## src/design/itar_pkg.sv

```systemverilog
// Shared types, constants and helpers for the integer-to-ASCII radix converter.
// No dependencies.

package itar_pkg;

   localparam int VALUE_BITS_DEFAULT = 32;
   localparam int RADIX_WIDTH        = 6;
   localparam int CHAR_WIDTH         = 7;

   localparam logic [RADIX_WIDTH-1:0] RADIX_RESET = 6'd10;
   localparam logic [RADIX_WIDTH-1:0] RADIX_MIN   = 6'd2;
   localparam logic [RADIX_WIDTH-1:0] RADIX_MAX   = 6'd36;
   localparam logic [RADIX_WIDTH-1:0] DEC_RADIX   = 6'd10;
   localparam logic [RADIX_WIDTH-1:0] LAST_PLAIN_DIGIT = 6'd9;

   localparam logic [CHAR_WIDTH-1:0] CHAR_ZERO   = 7'h30;
   localparam logic [CHAR_WIDTH-1:0] CHAR_NINE   = 7'h39;
   localparam logic [CHAR_WIDTH-1:0] CHAR_LOW_A  = 7'h61;
   localparam logic [CHAR_WIDTH-1:0] CHAR_LOW_Z  = 7'h7a;
   localparam logic [CHAR_WIDTH-1:0] CHAR_MINUS  = 7'h2d;
   localparam logic [CHAR_WIDTH-1:0] LETTER_BIAS = CHAR_LOW_A - 7'd10;

   typedef enum logic [1:0] {
      ST_IDLE,
      ST_DIVIDE,
      ST_SIGN,
      ST_EMIT
   } state_type;

   typedef struct packed {
      logic                   done;
      logic                   quo_zero;
      logic [RADIX_WIDTH-1:0] remainder;
   } div_status_type;

   function automatic logic [CHAR_WIDTH-1:0] digit_char(input logic [RADIX_WIDTH-1:0] d);
      logic [CHAR_WIDTH-1:0] d_ext;
      d_ext = {1'b0, d};
      if (d > LAST_PLAIN_DIGIT) begin
         return d_ext + LETTER_BIAS;
      end
      return d_ext + CHAR_ZERO;
   endfunction

   function automatic logic [RADIX_WIDTH-1:0] clamp_radix(input logic [RADIX_WIDTH-1:0] r);
      if (r < RADIX_MIN) begin
         return RADIX_MIN;
      end
      if (r > RADIX_MAX) begin
         return RADIX_MAX;
      end
      return r;
   endfunction

endpackage

```

## src/design/integer_to_ascii_radix_top.sv

```systemverilog
// Top level of the integer-to-ASCII radix converter: control, radix register, output.
// Depends on itar_pkg, itar_divider and itar_digit_stack.

// Converts one VALUE_BITS-bit integer per request word into a run of ASCII
// characters in the radix held by the csr register (2..36, written values
// outside that range are clamped; reset value 10), most significant first,
// last character flagged by rsp_last. Radix 10 treats the value as signed and
// leads with '-'; every other radix treats it as unsigned. Letters are lower
// case. Each digit comes from a bit-serial divider, and a word has up to
// VALUE_BITS digits (in radix 2). One word is converted at a time; req_ready
// is high only between runs. csr_radix may be written only while no
// conversion is in flight.

module integer_to_ascii_radix_top
   import itar_pkg::*;
#(
   parameter int VALUE_BITS = VALUE_BITS_DEFAULT
) (
   input  logic                   clock,
   input  logic                   reset,
   input  logic                   req_valid,
   output logic                   req_ready,
   input  logic [VALUE_BITS-1:0]  req_value,
   output logic                   rsp_valid,
   input  logic                   rsp_ready,
   output logic [CHAR_WIDTH-1:0]  rsp_char_code,
   output logic                   rsp_last,
   input  logic                   csr_valid,
   output logic                   csr_ready,
   input  logic [RADIX_WIDTH-1:0] csr_radix
);

   state_type              state_ff, state_in;
   logic [RADIX_WIDTH-1:0] radix_ff, radix_in;
   logic                   neg_ff, neg_in;

   logic                   req_neg;
   logic [VALUE_BITS-1:0]  req_mag;
   logic                   div_start;
   logic [VALUE_BITS-1:0]  div_dividend;
   logic [VALUE_BITS-1:0]  div_quotient;
   div_status_type         div_status;
   logic                   stack_push;
   logic                   stack_pop;
   logic [CHAR_WIDTH-1:0]  stack_char;
   logic                   stack_last;

   assign csr_ready = 1'b1;
   assign radix_in  = (csr_valid && csr_ready) ? clamp_radix(csr_radix) : radix_ff;

   // magnitude in unsigned arithmetic, so the most negative value comes out right
   assign req_neg = (radix_ff == DEC_RADIX) && req_value[VALUE_BITS-1];
   assign req_mag = req_neg ? (~req_value + VALUE_BITS'(1)) : req_value;

   // next state
   always_comb begin
      state_in = state_ff;
      unique case (state_ff)
         ST_IDLE: begin
            if (req_valid) begin
               state_in = ST_DIVIDE;
            end
         end
         ST_DIVIDE: begin
            if (div_status.done && div_status.quo_zero) begin
               state_in = neg_ff ? ST_SIGN : ST_EMIT;
            end
         end
         ST_SIGN: begin
            if (rsp_ready) begin
               state_in = ST_EMIT;
            end
         end
         ST_EMIT: begin
            if (rsp_ready && stack_last) begin
               state_in = ST_IDLE;
            end
         end
         default: state_in = ST_IDLE;
      endcase
   end

   // outputs and datapath control
   always_comb begin
      req_ready     = 1'b0;
      rsp_valid     = 1'b0;
      rsp_char_code = stack_char;
      rsp_last      = 1'b0;
      div_start     = 1'b0;
      div_dividend  = div_quotient;
      stack_push    = 1'b0;
      stack_pop     = 1'b0;
      neg_in        = neg_ff;
      unique case (state_ff)
         ST_IDLE: begin
            req_ready    = 1'b1;
            div_dividend = req_mag;
            if (req_valid) begin
               div_start = 1'b1;
               neg_in    = req_neg;
            end
         end
         ST_DIVIDE: begin
            if (div_status.done) begin
               stack_push = 1'b1;
               // keep dividing until the quotient runs out
               div_start  = !div_status.quo_zero;
            end
         end
         ST_SIGN: begin
            rsp_valid     = 1'b1;
            rsp_char_code = CHAR_MINUS;
         end
         ST_EMIT: begin
            rsp_valid = 1'b1;
            rsp_last  = stack_last;
            stack_pop = rsp_ready;
         end
         default: begin
            req_ready = 1'b0;
         end
      endcase
   end

   always_ff @(posedge clock) begin
      if (reset) begin
         state_ff <= ST_IDLE;
         radix_ff <= RADIX_RESET;
      end else begin
         state_ff <= state_in;
         radix_ff <= radix_in;
      end
      neg_ff <= neg_in;
   end

   itar_divider #(
      .VALUE_BITS (VALUE_BITS)
   ) u_divider (
      .clock    (clock),
      .reset    (reset),
      .start    (div_start),
      .dividend (div_dividend),
      .divisor  (radix_ff),
      .quotient (div_quotient),
      .status   (div_status)
   );

   itar_digit_stack #(
      .DEPTH (VALUE_BITS)
   ) u_digit_stack (
      .clock     (clock),
      .reset     (reset),
      .push      (stack_push),
      .push_char (digit_char(div_status.remainder)),
      .pop       (stack_pop),
      .top_char  (stack_char),
      .top_last  (stack_last)
   );

`ifndef ASSERT_OFF
   a_last_returns_idle: assert property (@(posedge clock) disable iff (reset)
      (rsp_valid && rsp_ready && rsp_last) |=> req_ready)
      else $error("converter did not return to idle after the last character");

   a_accept_no_output: assert property (@(posedge clock) disable iff (reset)
      (req_valid && req_ready) |=> !rsp_valid)
      else $error("output word valid right after a request was taken");

   a_char_legal: assert property (@(posedge clock) disable iff (reset)
      rsp_valid |-> ((rsp_char_code == CHAR_MINUS) ||
                     (rsp_char_code >= CHAR_ZERO && rsp_char_code <= CHAR_NINE) ||
                     (rsp_char_code >= CHAR_LOW_A && rsp_char_code <= CHAR_LOW_Z)))
      else $error("character code outside the digit and sign set");

   a_done_in_divide: assert property (@(posedge clock) disable iff (reset)
      div_status.done |-> (state_ff == ST_DIVIDE))
      else $error("divider finished outside the divide state");
`endif

endmodule

```

## src/design/itar_divider.sv

```systemverilog
// Bit-serial restoring divider: one quotient bit per cycle, small radix divisor.
// Depends on itar_pkg.

module itar_divider
   import itar_pkg::*;
#(
   parameter int VALUE_BITS = VALUE_BITS_DEFAULT
) (
   input  logic                   clock,
   input  logic                   reset,
   input  logic                   start,
   input  logic [VALUE_BITS-1:0]  dividend,
   input  logic [RADIX_WIDTH-1:0] divisor,
   output logic [VALUE_BITS-1:0]  quotient,
   output div_status_type         status
);

   localparam int CNT_W = (VALUE_BITS > 1) ? $clog2(VALUE_BITS) : 1;

   logic                   busy_ff, busy_in;
   logic                   done_ff, done_in;
   logic [CNT_W-1:0]       cnt_ff, cnt_in;
   logic [VALUE_BITS-1:0]  quo_ff, quo_in;
   logic [RADIX_WIDTH-1:0] rem_ff, rem_in;

   logic [RADIX_WIDTH:0]   rem_shift;
   logic                   fits;

   always_comb begin
      rem_shift = {rem_ff, quo_ff[VALUE_BITS-1]};
      fits      = rem_shift >= {1'b0, divisor};
      busy_in   = busy_ff;
      done_in   = 1'b0;
      cnt_in    = cnt_ff;
      quo_in    = quo_ff;
      rem_in    = rem_ff;
      if (start) begin
         busy_in = 1'b1;
         cnt_in  = '0;
         quo_in  = dividend;
         rem_in  = '0;
      end else if (busy_ff) begin
         // shift in the next dividend bit, subtract when it fits
         rem_in = fits ? RADIX_WIDTH'(rem_shift - {1'b0, divisor})
                       : rem_shift[RADIX_WIDTH-1:0];
         quo_in = {quo_ff[VALUE_BITS-2:0], fits};
         cnt_in = cnt_ff + CNT_W'(1);
         if (cnt_ff == CNT_W'(VALUE_BITS - 1)) begin
            busy_in = 1'b0;
            done_in = 1'b1;
         end
      end
   end

   always_ff @(posedge clock) begin
      if (reset) begin
         busy_ff <= 1'b0;
         done_ff <= 1'b0;
         cnt_ff  <= '0;
      end else begin
         busy_ff <= busy_in;
         done_ff <= done_in;
         cnt_ff  <= cnt_in;
      end
      quo_ff <= quo_in;
      rem_ff <= rem_in;
   end

   assign quotient         = quo_ff;
   assign status.done      = done_ff;
   assign status.quo_zero  = (quo_ff == '0);
   assign status.remainder = rem_ff;

endmodule

```

## src/design/itar_digit_stack.sv

```systemverilog
// Shift-register LIFO for character codes: push shifts in at the top, pop shifts down.
// Depends on itar_pkg.

module itar_digit_stack
   import itar_pkg::*;
#(
   parameter int DEPTH = VALUE_BITS_DEFAULT
) (
   input  logic                  clock,
   input  logic                  reset,
   input  logic                  push,
   input  logic [CHAR_WIDTH-1:0] push_char,
   input  logic                  pop,
   output logic [CHAR_WIDTH-1:0] top_char,
   output logic                  top_last
);

   localparam int CW = $clog2(DEPTH + 1);

   logic [CHAR_WIDTH-1:0] entry_ff [DEPTH];
   logic [CHAR_WIDTH-1:0] entry_in [DEPTH];
   logic [CW-1:0]         count_ff, count_in;

   always_comb begin
      for (int i = 0; i < DEPTH; i++) begin
         entry_in[i] = entry_ff[i];
      end
      count_in = count_ff;
      if (push) begin
         entry_in[0] = push_char;
         for (int i = 1; i < DEPTH; i++) begin
            entry_in[i] = entry_ff[i-1];
         end
         count_in = count_ff + CW'(1);
      end else if (pop) begin
         for (int i = 0; i < DEPTH - 1; i++) begin
            entry_in[i] = entry_ff[i+1];
         end
         count_in = count_ff - CW'(1);
      end
   end

   always_ff @(posedge clock) begin
      if (reset) begin
         count_ff <= '0;
      end else begin
         count_ff <= count_in;
      end
      for (int i = 0; i < DEPTH; i++) begin
         entry_ff[i] <= entry_in[i];
      end
   end

   assign top_char = entry_ff[0];
   assign top_last = (count_ff == CW'(1));

endmodule

```

## config.mk

```make
export PLATFORM = sky130hd
export DESIGN_NAME = integer_to_ascii_radix_top
export DESIGN_NICKNAME = d
export VERILOG_FILES = /design/src/design/itar_pkg.sv /design/src/design/integer_to_ascii_radix_top.sv /design/src/design/itar_divider.sv /design/src/design/itar_digit_stack.sv
export SDC_FILE = /design/constraint.sdc
export NUM_CORES = 1
export LEC_CHECK = 0
export BUFFER_PORTS_ARGS = -buffer_cell sky130_fd_sc_hd__buf_2
export CAP_MARGIN = 15
export CORE_MARGIN = 3
export CORE_UTILIZATION = 56
export CTS_CLUSTER_SIZE = 25
export DETAILED_ROUTE_END_ITERATION = 8
export PLACE_DENSITY = 0.75
export SETUP_SLACK_MARGIN = 0.4
export SYNTH_ARGS = -nofsm -noshare
export SYNTH_HDL_FRONTEND = slang
export SYNTH_SLANG_ARGS = --single-unit
```

## constraint.sdc

```tcl
create_clock -name clock -period 6.3 [get_ports clock]
set_input_delay 1.89 -clock clock [delete_from_list [all_inputs] [get_ports clock]]
set_output_delay 1.89 -clock clock [all_outputs]
set_load 0.01 [all_outputs]
```

==> impl_metrics.toml, run 1 <==
[sta]
finClkSkew_ns = 0.0134
rsz0062_at_grt = "no"
fin_setup_tns_ns = 0
hold_viol_final = 0
maxSlewHeadroom_pct = 33.9
post-route-period-util_pct = 59.8
setup_viol = 0
worst_pin_slew_ns = 0.992
min_period_ns = 3.77
slew_viol_final = 0
holdWs_ns = 0.453
fmax_mhz = 265

[floorplan]
die_w_um = 161
coreArea_um2 = 23500
ios = 54
die_area_um2 = 25900
start_util_pct = 57.1
die_h_um = 161
rows = 56

[flow_run]
maxCapViolations = 0

[synthesis]
yosys-top-cells-count = "657 x nand2_1, 257 x edfxtp_1, 54 x clkbuf_1"
synth_top_area_share_pct = 57.4
synth_most_common_cell = "nand2_1"
synth_largest_area_cell = "edfxtp_1"
netlist_area_um2 = 13400
ys_warn_count = 0
ys_seq_area_share_pct = 61.5
synth-seq-cells = 284
netlist-cell-type-count = 57
synth_cells = 1335
synth_edf_count = 257
ys.flop_type = "edfxtp_1"
async_flop_share_pct = 0
synthTopCellsByArea = "edfxtp_1 57%, nand2_1 18%, dfxtp_1 4.0%"
syn-mean-instance-area_um2 = 10.1
syn-num-nets = 1401

[critical_path]
cp_max_fo = 9
crit_chain = "inv_1 -> ha_1 -> or2_2 -> buf_2"
critPathRequiredTime_ns = 4.41
slowest_delay_ns = 0.39
cp-start-kind = "register"
critPathSlowestCell = "dfxtp_1"
cp-end-kind = "primary output"
worstSetupPathType = "reg2out"
cp_data_arrival_time_ns = 1.88

[routing]
firstDrtPassIters = 7
wl_um = 24400
viasPerCell = 5.36
antenna_left = 0
via_count = 9147
drc_errors = 0
avgRoutedWirePerCell_um = 14.3
drtIter0Drc = 998

[final_layout]
area_delta_synth_final_pct = 11.3
n_antenna_cell = 0
final_cells = 1707
final_nets = 1431
drive_gt1_share_pct = 11.1

[placed_design]
routabilityCongestion = 0.855
place_inst = 1652
portBuffers = 52
hpwl_um = 14500

[cts]
insertion_delay_ns = 0.55
cts_resized = 0
clk_pin_slew_ns = 0.06
cts_setup_buffers = 0
cts_root_buf = "clkbuf_16"
cts.sinks = 284
cts_tree = "done"
holdBufCountCts = 0
clk_path_buf_depth = 3
numCtsBuffers = 30
htreeDepth = 1

[worst_hold_path]
hold_class = "reg2reg"

[power]
pwr-share-seq_pct = 48.5
powerDensity_nw_per_um2 = 344
switching_power_mw = 1.34
combPwrFrac_pct = 16.4
clkPwrFrac_pct = 35.1
swShare_pct = 26.0
power.leakage_nw = 6.06
ir_drop_mv = 0.269
p_int_mw = 3.81

[global_route]
grt_pass1_vias = 8703
grt_pass1_wl_um = 41300
antenna_found_initial = 0
gr-total-overflow = 0
track_usage_pct = 18.6
grt_max_degree = 122

[run_status]
outcome = "finished clean"
-- final cells by class --
cell class              instances  area, um2
flip-flops and latches        284       8260
inverters                      26        106
multi-input cells             963       4840
clock buffers                  45        888
repair buffers                 60        333
fillers                      1863       8580
clock inverters                10        136
well taps                     319        399
-- registers in the layout, summed over array words and instances, names as in the netlist --
name                    flops
u_divider.busy_ff           1
u_divider.quotient         32
u_divider.done_ff           1
u_digit_stack.entry_ff    224
u_divider.cnt_ff            5
neg_ff                      1
radix_ff                    6
u_divider.rem_ff            6
state_ff                    2
u_digit_stack.count_ff      6
-- power groups by stage --
stage	Combinational, mW	Sequential [mW]	Clock, mW
after floorplan	0.665	2.48	0
after global placement	0.816	2.53	0
final	0.844	2.50	1.81
after global routing	0.944	2.53	1.92
after detailed placement	0.839	2.53	0
after CTS	0.844	2.50	1.84
-- cell usage in the layout (no fill, tap or decap), types with 22 or more instances in the layout --
cell type,count
o21ai_0,22
xnor2_1,32
nand2_1,656
edfxtp_1,257
inv_1,24
mux2_2,31
nor2_1,24
clkbuf_16,31
dfxtp_1,27
ha_1,22
buf_2,52
-- path summary, 6_finish.rpt --
kind                                  start                        endpoint  slack (ns)  cells past startpoint
max                             state_ff[0]                rsp_char_code[2]        2.53                      4
min          u_digit_stack.entry_ff[1][102]  u_digit_stack.entry_ff[1][109]        0.45                      0
max reg2reg                     state_ff[1]           u_divider.quotient[2]        2.56                      7
min reg2reg  u_digit_stack.entry_ff[1][102]  u_digit_stack.entry_ff[1][109]        0.45                      0
-- cell families (layout without fill, tap and decap cells) --
group / count (synthesis) / count (layout) / share of synthesized area [%]
XOR/XNOR: 43 / 43 / 2.80
multiplexers: 38 / 38 / 3.16
buffers and inverters: 88 / 141 / 2.61
AO/OA/AOI/OAI: 90 / 90 / 4.55
AND/OR/NAND/NOR: 768 / 768 / 23.2
other: 1 / 1 / 0.0279
flip-flops: 284 / 284 / 61.5
adder cells (fa/ha/maj): 23 / 23 / 2.20
-- metrics by stage --
step	utilization (%)	cell area [um2]	worst slack, ns	total power, mW
after global routing	63.6	15000	2.30	5.39
after global placement	59.2	13900	2.25	3.34
after floorplan	-	13400	0.521	3.14
after CTS	63.6	15000	2.51	5.19
after detailed placement	59.2	13900	2.12	3.37
final	63.6	15000	2.53	5.15
-- worst max-delay path, delay by kind of cell (launching register included) --
family                   cells  cell delay (ns)
buffers and inverters        2             0.24
flip-flops                   1             0.39
AND/OR/NAND/NOR              1             0.35
adder cells (fa/ha/maj)      1             0.34
-- per-layer routing --
metal | global-route usage (%) | vias up | share of wire [%]
met5 | 0 | - | 0
met1 | 27.1 | 4353 | 47
met2 | 29.8 | 168 | 47
met3 | 2.79 | 35 | 3.9
li1 | - | 4591 | -
met4 | 4.42 | 0 | 1.9
Power figures use the tool's default switching activity.
==> run 2: changes to the inputs <==
--- a/config.mk
+++ b/config.mk
@@ -8,10 +8,10 @@
 export BUFFER_PORTS_ARGS = -buffer_cell sky130_fd_sc_hd__buf_2
 export CAP_MARGIN = 15
 export CORE_MARGIN = 3
-export CORE_UTILIZATION = 56
+export CORE_UTILIZATION = 62
 export CTS_CLUSTER_SIZE = 25
 export DETAILED_ROUTE_END_ITERATION = 8
-export PLACE_DENSITY = 0.75
+export PLACE_DENSITY = 0.79
 export SETUP_SLACK_MARGIN = 0.4
 export SYNTH_ARGS = -nofsm -noshare
 export SYNTH_HDL_FRONTEND = slang
==> constraint.sdc (replaced) <==
create_clock -name clock -period 3.67 [get_ports clock]
set_input_delay 1.101 -clock clock [delete_from_list [all_inputs] [get_ports clock]]
set_output_delay 1.101 -clock clock [all_outputs]
set_load 0.01 [all_outputs]
==> impl_metrics.toml, run 2 (same netlist as run 1, synthesis figures left out) <==
[cts]
cts_root_buf = "clkbuf_16"
holdBufCountCts = 0
cts.sinks = 284
htreeDepth = 1
cts_resized = 0
clk_path_buf_depth = 3
clk_pin_slew_ns = 0.06
insertion_delay_ns = 0.54
cts_tree = "done"
numCtsBuffers = 29
cts_setup_buffers = 0

[floorplan]
die_area_um2 = 23500
rows = 53
ios = 54
coreArea_um2 = 21200
start_util_pct = 63.5
die_w_um = 153
die_h_um = 153

[global_route]
grt_pass1_vias = 8425
grt_max_degree = 225
gr-total-overflow = 0
track_usage_pct = 19.9
antenna_found_initial = 0
grt_pass1_wl_um = 40000

[routing]
wl_um = 24100
drtIter0Drc = 692
firstDrtPassIters = 5
antenna_left = 0
viasPerCell = 5.51
avgRoutedWirePerCell_um = 14.5
drc_errors = 0
via_count = 9162

[critical_path]
critPathBufInv = 0
critPathSlowestCell = "nand2_2"
cp-end-kind = "register"
r2r_start = "u_divider.quotient[10]"
cp_max_fo = 32
cp_data_arrival_time_ns = 3.21
cp_top_family = "simple AND/OR/NAND/NOR gates"
worstSetupPathType = "reg2reg"
rr_endpoint = "u_divider.quotient[11]"
rr_worst_depth = 5
slowest_delay_ns = 0.56
crit_chain = "nor4_1 -> nand4_1 -> o21ai_1 -> nand2_2 -> mux2_2"
ff2ff_setup_slack_ns = 0.74
cp-start-kind = "register"
critPathRequiredTime_ns = 3.95

[sta]
fmax_mhz = 341
hold_viol_final = 0
slew_viol_final = 0
finClkSkew_ns = 0.0173
post-route-period-util_pct = 79.9
holdWs_ns = 0.450
fin_ws_ns = 0.739
maxSlewHeadroom_pct = 35.7
setup_viol = 0
worst_pin_slew_ns = 0.965
min_period_ns = 2.93
fin_setup_tns_ns = 0
rsz0062_at_grt = "no"

[placed_design]
place_ws_ns = 0.367
placed_area_um2 = 13900
portBuffers = 52
hpwl_um = 14500
routabilityCongestion = 0.858

[power]
ir_drop_mv = 0.407
p_int_mw = 6.30
clkPwrFrac_pct = 32.9
swShare_pct = 26.5
combPwrFrac_pct = 17.2
powerDensity_nw_per_um2 = 577
switching_power_mw = 2.27
power.leakage_nw = 6.01
pwr-share-seq_pct = 49.9

[final_layout]
fin_util_pct = 70.2
largest_register_ff_count = 224
final_nets = 1432
final_common_cell = "nand2_1"
n_antenna_cell = 0
fin_area_um2 = 14900
area_delta_synth_final_pct = 10.5
regMostFlops = "u_digit_stack.entry_ff"
layout_common_cells = "656 x nand2_1, 257 x edfxtp_1, 52 x buf_2"
drive_gt1_share_pct = 10.9

[flow_run]
maxCapViolations = 0

[worst_hold_path]
min_to = "u_digit_stack.entry_ff[1][108]"
hold_class = "reg2reg"
min_delay_path_depth = 0
min_from = "u_digit_stack.entry_ff[1][101]"

[run_status]
outcome = "finished clean"
[run 2: per-stage QoR]
stage               cells  power, mW
floorplan            1335       5.40
global placement     1610       5.74
detailed placement   1610       5.79
CTS                  1664       8.62
global route         1664       8.97
finish               1664       8.57
[run 2: worst max path at each step]
stage	end	cells past startpoint	from
floorplan	u_digit_stack.entry_ff[0][0]	2	rsp_ready
finish	u_divider.quotient[11]	5	u_divider.quotient[10]
detailed placement	u_divider.quotient[30]	6	req_value[24]
global placement	u_divider.quotient[30]	6	req_value[24]
global route	u_divider.cnt_ff[2]	6	u_divider.quotient[10]
CTS	rsp_char_code[3]	4	state_ff[0]
[run 2: power groups by stage]
| stage | Sequential, mW | Clock [mW] | Combinational [mW] |
|---|---|---|---|
| finish | 4.28 | 2.82 | 1.47 |
| global route | 4.33 | 3.01 | 1.63 |
| CTS | 4.28 | 2.88 | 1.47 |
| detailed placement | 4.34 | 0 | 1.45 |
| global placement | 4.34 | 0 | 1.40 |
| floorplan | 4.25 | 0 | 1.14 |
[run 2: area by class of cell]
cell class | count | area (um2)
multi-input combinational | 963 | 4860
inverter | 26 | 106
sequential | 284 | 8260
clock inverter | 16 | 145
timing repair buffer | 62 | 373
tap | 275 | 344
clock buffer | 38 | 769
fill | 1526 | 6300
[run 2: worst register-to-register path, cell delays in order (launching register included)]
cell      delay (ns)
edfxtp_1        0.41
nor4_1          0.50
nand4_1         0.25
o21ai_1         0.47
nand2_2         0.56
mux2_2          0.49
[run 2: routing by layer]
layer	track usage, %	share of wire (%)	vias up	wire (um)
li1	-	-	4589	-
met1	30.1	48	4349	11500
met2	31.3	46	186	11200
met3	2.75	4.3	38	1040
met4	4.71	1.7	0	399
met5	0	0	-	0
==> run 3: changes to the inputs <==
--- a/config.mk
+++ b/config.mk
@@ -8,10 +8,10 @@
 export BUFFER_PORTS_ARGS = -buffer_cell sky130_fd_sc_hd__buf_2
 export CAP_MARGIN = 15
 export CORE_MARGIN = 3
-export CORE_UTILIZATION = 62
+export CORE_UTILIZATION = 56
 export CTS_CLUSTER_SIZE = 25
 export DETAILED_ROUTE_END_ITERATION = 8
-export PLACE_DENSITY = 0.79
+export PLACE_DENSITY = 0.75
 export SETUP_SLACK_MARGIN = 0.4
 export SYNTH_ARGS = -nofsm -noshare
 export SYNTH_HDL_FRONTEND = slang
==> constraint.sdc (replaced) <==
create_clock -name clock -period 2.45 [get_ports clock]
set_input_delay 0.735 -clock clock [delete_from_list [all_inputs] [get_ports clock]]
set_output_delay 0.735 -clock clock [all_outputs]
set_load 0.01 [all_outputs]
==> impl_metrics.toml, run 3 (same netlist as run 1, synthesis figures left out) <==
[worst_hold_path]
min_to = "u_digit_stack.entry_ff[1][108]"
min_delay_path_depth = 0
min_from = "u_digit_stack.entry_ff[1][101]"
hold_class = "reg2reg"

[placed_design]
portBuffers = 52
routabilityCongestion = 0.865
hpwl_um = 15400

[floorplan]
die_area_um2 = 25900
die_w_um = 161
ios = 54
rows = 56
start_util_pct = 57.1
die_h_um = 161
coreArea_um2 = 23500

[global_route]
gr-total-overflow = 0
grt_pass1_vias = 9401
grt_max_degree = 110
track_usage_pct = 21.1
antenna_found_initial = 0
grt_pass1_wl_um = 45900

[critical_path]
slowest_delay_ns = 0.38
path_common_cell = "buf_6"
critPathRequiredTime_ns = 1.71
crit_chain = "inv_4 -> ha_4 -> buf_6 -> nor2b_4 -> buf_6"
cp_data_arrival_time_ns = 1.56
r2r_start = "u_divider.quotient[13]"
ff2ff_setup_slack_ns = 0.17
cp_max_fo = 6
cp-start-kind = "register"
critPathSlowestCell = "dfxtp_4"
rr_worst_depth = 9
critPathBufInv = 3
cp_top_family = "flip-flops"
worstSetupPathType = "reg2out"
rr_endpoint = "u_divider.quotient[19]"
cp-end-kind = "primary output"

[run_status]
outcome = "finished clean"

[routing]
via_count = 9815
wl_um = 28600
drc_errors = 0
firstDrtPassIters = 6
antenna_left = 0
drtIter0Drc = 851
avgRoutedWirePerCell_um = 16.1
viasPerCell = 5.52

[sta]
rsz0062_at_grt = "yes"
hold_viol_final = 0
setup_viol = 0
maxSlewHeadroom_pct = 58.6
worst_pin_slew_ns = 0.622
fmax_mhz = 436
fin_setup_tns_ns = 0
slew_viol_final = 0
post-route-period-util_pct = 93.5
finClkSkew_ns = 0.0157
holdWs_ns = 0.456
min_period_ns = 2.29

[final_layout]
drive_gt1_share_pct = 21.1
final_common_cell = "nand2_1"
n_antenna_cell = 0
final_nets = 1503
largest_register_ff_count = 224
area_delta_synth_final_pct = 22.7
regMostFlops = "u_digit_stack.entry_ff"
layout_common_cells = "653 x nand2_1, 257 x edfxtp_1, 52 x buf_4"

[flow_run]
maxCapViolations = 0

[power]
power_mw = 14.9
power.leakage_nw = 6.64
powerDensity_nw_per_um2 = 901
ir_drop_mv = 0.590

[cts]
holdBufCountCts = 0
cts_root_buf = "clkbuf_16"
cts_tree = "done"
clk_pin_slew_ns = 0.06
numCtsBuffers = 29
insertion_delay_ns = 0.55
cts.sinks = 284
clk_path_buf_depth = 3
htreeDepth = 1
[run 3: what timing repair did]
item / 4_1_cts / 5_1_grt
resized for setup: 61 / 43
cloned: 6 / 3
pin swaps: 12 / 16
setup buffers: 17 / 9
setup endpoints to repair: 262 / 267
[run 3: worst max-delay path by stage]
stage / from / endpoint / slack (ns) / depth (start not counted)
2_1_floorplan: state_ff[1] / u_digit_stack.entry_ff[0][0] / -2.18 / 7
3_3_place_gp: req_value[24] / u_divider.quotient[28] / -0.23 / 6
3_5_place_dp: req_value[24] / u_divider.quotient[28] / -0.26 / 6
4_1_cts: state_ff[0] / rsp_char_code[4] / 0.15 / 5
5_1_grt: u_divider.quotient[13] / u_divider.quotient[12] / 0.08 / 9
6_report: state_ff[0] / rsp_char_code[6] / 0.16 / 5
[run 3: power by group]
| part | internal [mW] | leakage, nW | total (mW) | switching [mW] |
|---|---|---|---|---|
| sequential | 6.04 | 2.57 | 6.49 | 0.455 |
| combinational | 1.71 | 3.55 | 3.34 | 1.63 |
| clock | 3.12 | 0.518 | 5.03 | 1.91 |
| total | 10.9 | 6.64 | 14.9 | 4.00 |
[run 3: layout make-up]
class	instances	area (um2)
well taps	319	399
clock buffers	29	726
clock inverters	25	370
inverters	26	109
repair buffers	132	1270
multi-input cells	964	5330
fillers	1666	7050
flip-flops and latches	284	8280
[run 3: per-stage QoR]
| step | worst slack (ns) | instance area, um2 | std cells | util, % |
|---|---|---|---|---|
| after global placement | -0.228 | 14500 | 1690 | 61.6 |
| after global routing | 0.0832 | 16500 | 1779 | 70.0 |
| after detailed placement | -0.259 | 14500 | 1690 | 61.6 |
| after floorplan | -2.18 | 13700 | 1335 | - |
| after CTS | 0.152 | 16200 | 1767 | 68.7 |
| final | 0.158 | 16500 | 1779 | 70.0 |
[run 3: metal layers]
layer	vias up	share of wire, %	global-route usage, %
li1	4741	-	-
met1	4732	44	30.4
met2	285	49	34.7
met3	57	4.8	2.37
met4	0	2.4	5.63
met5	-	0	0
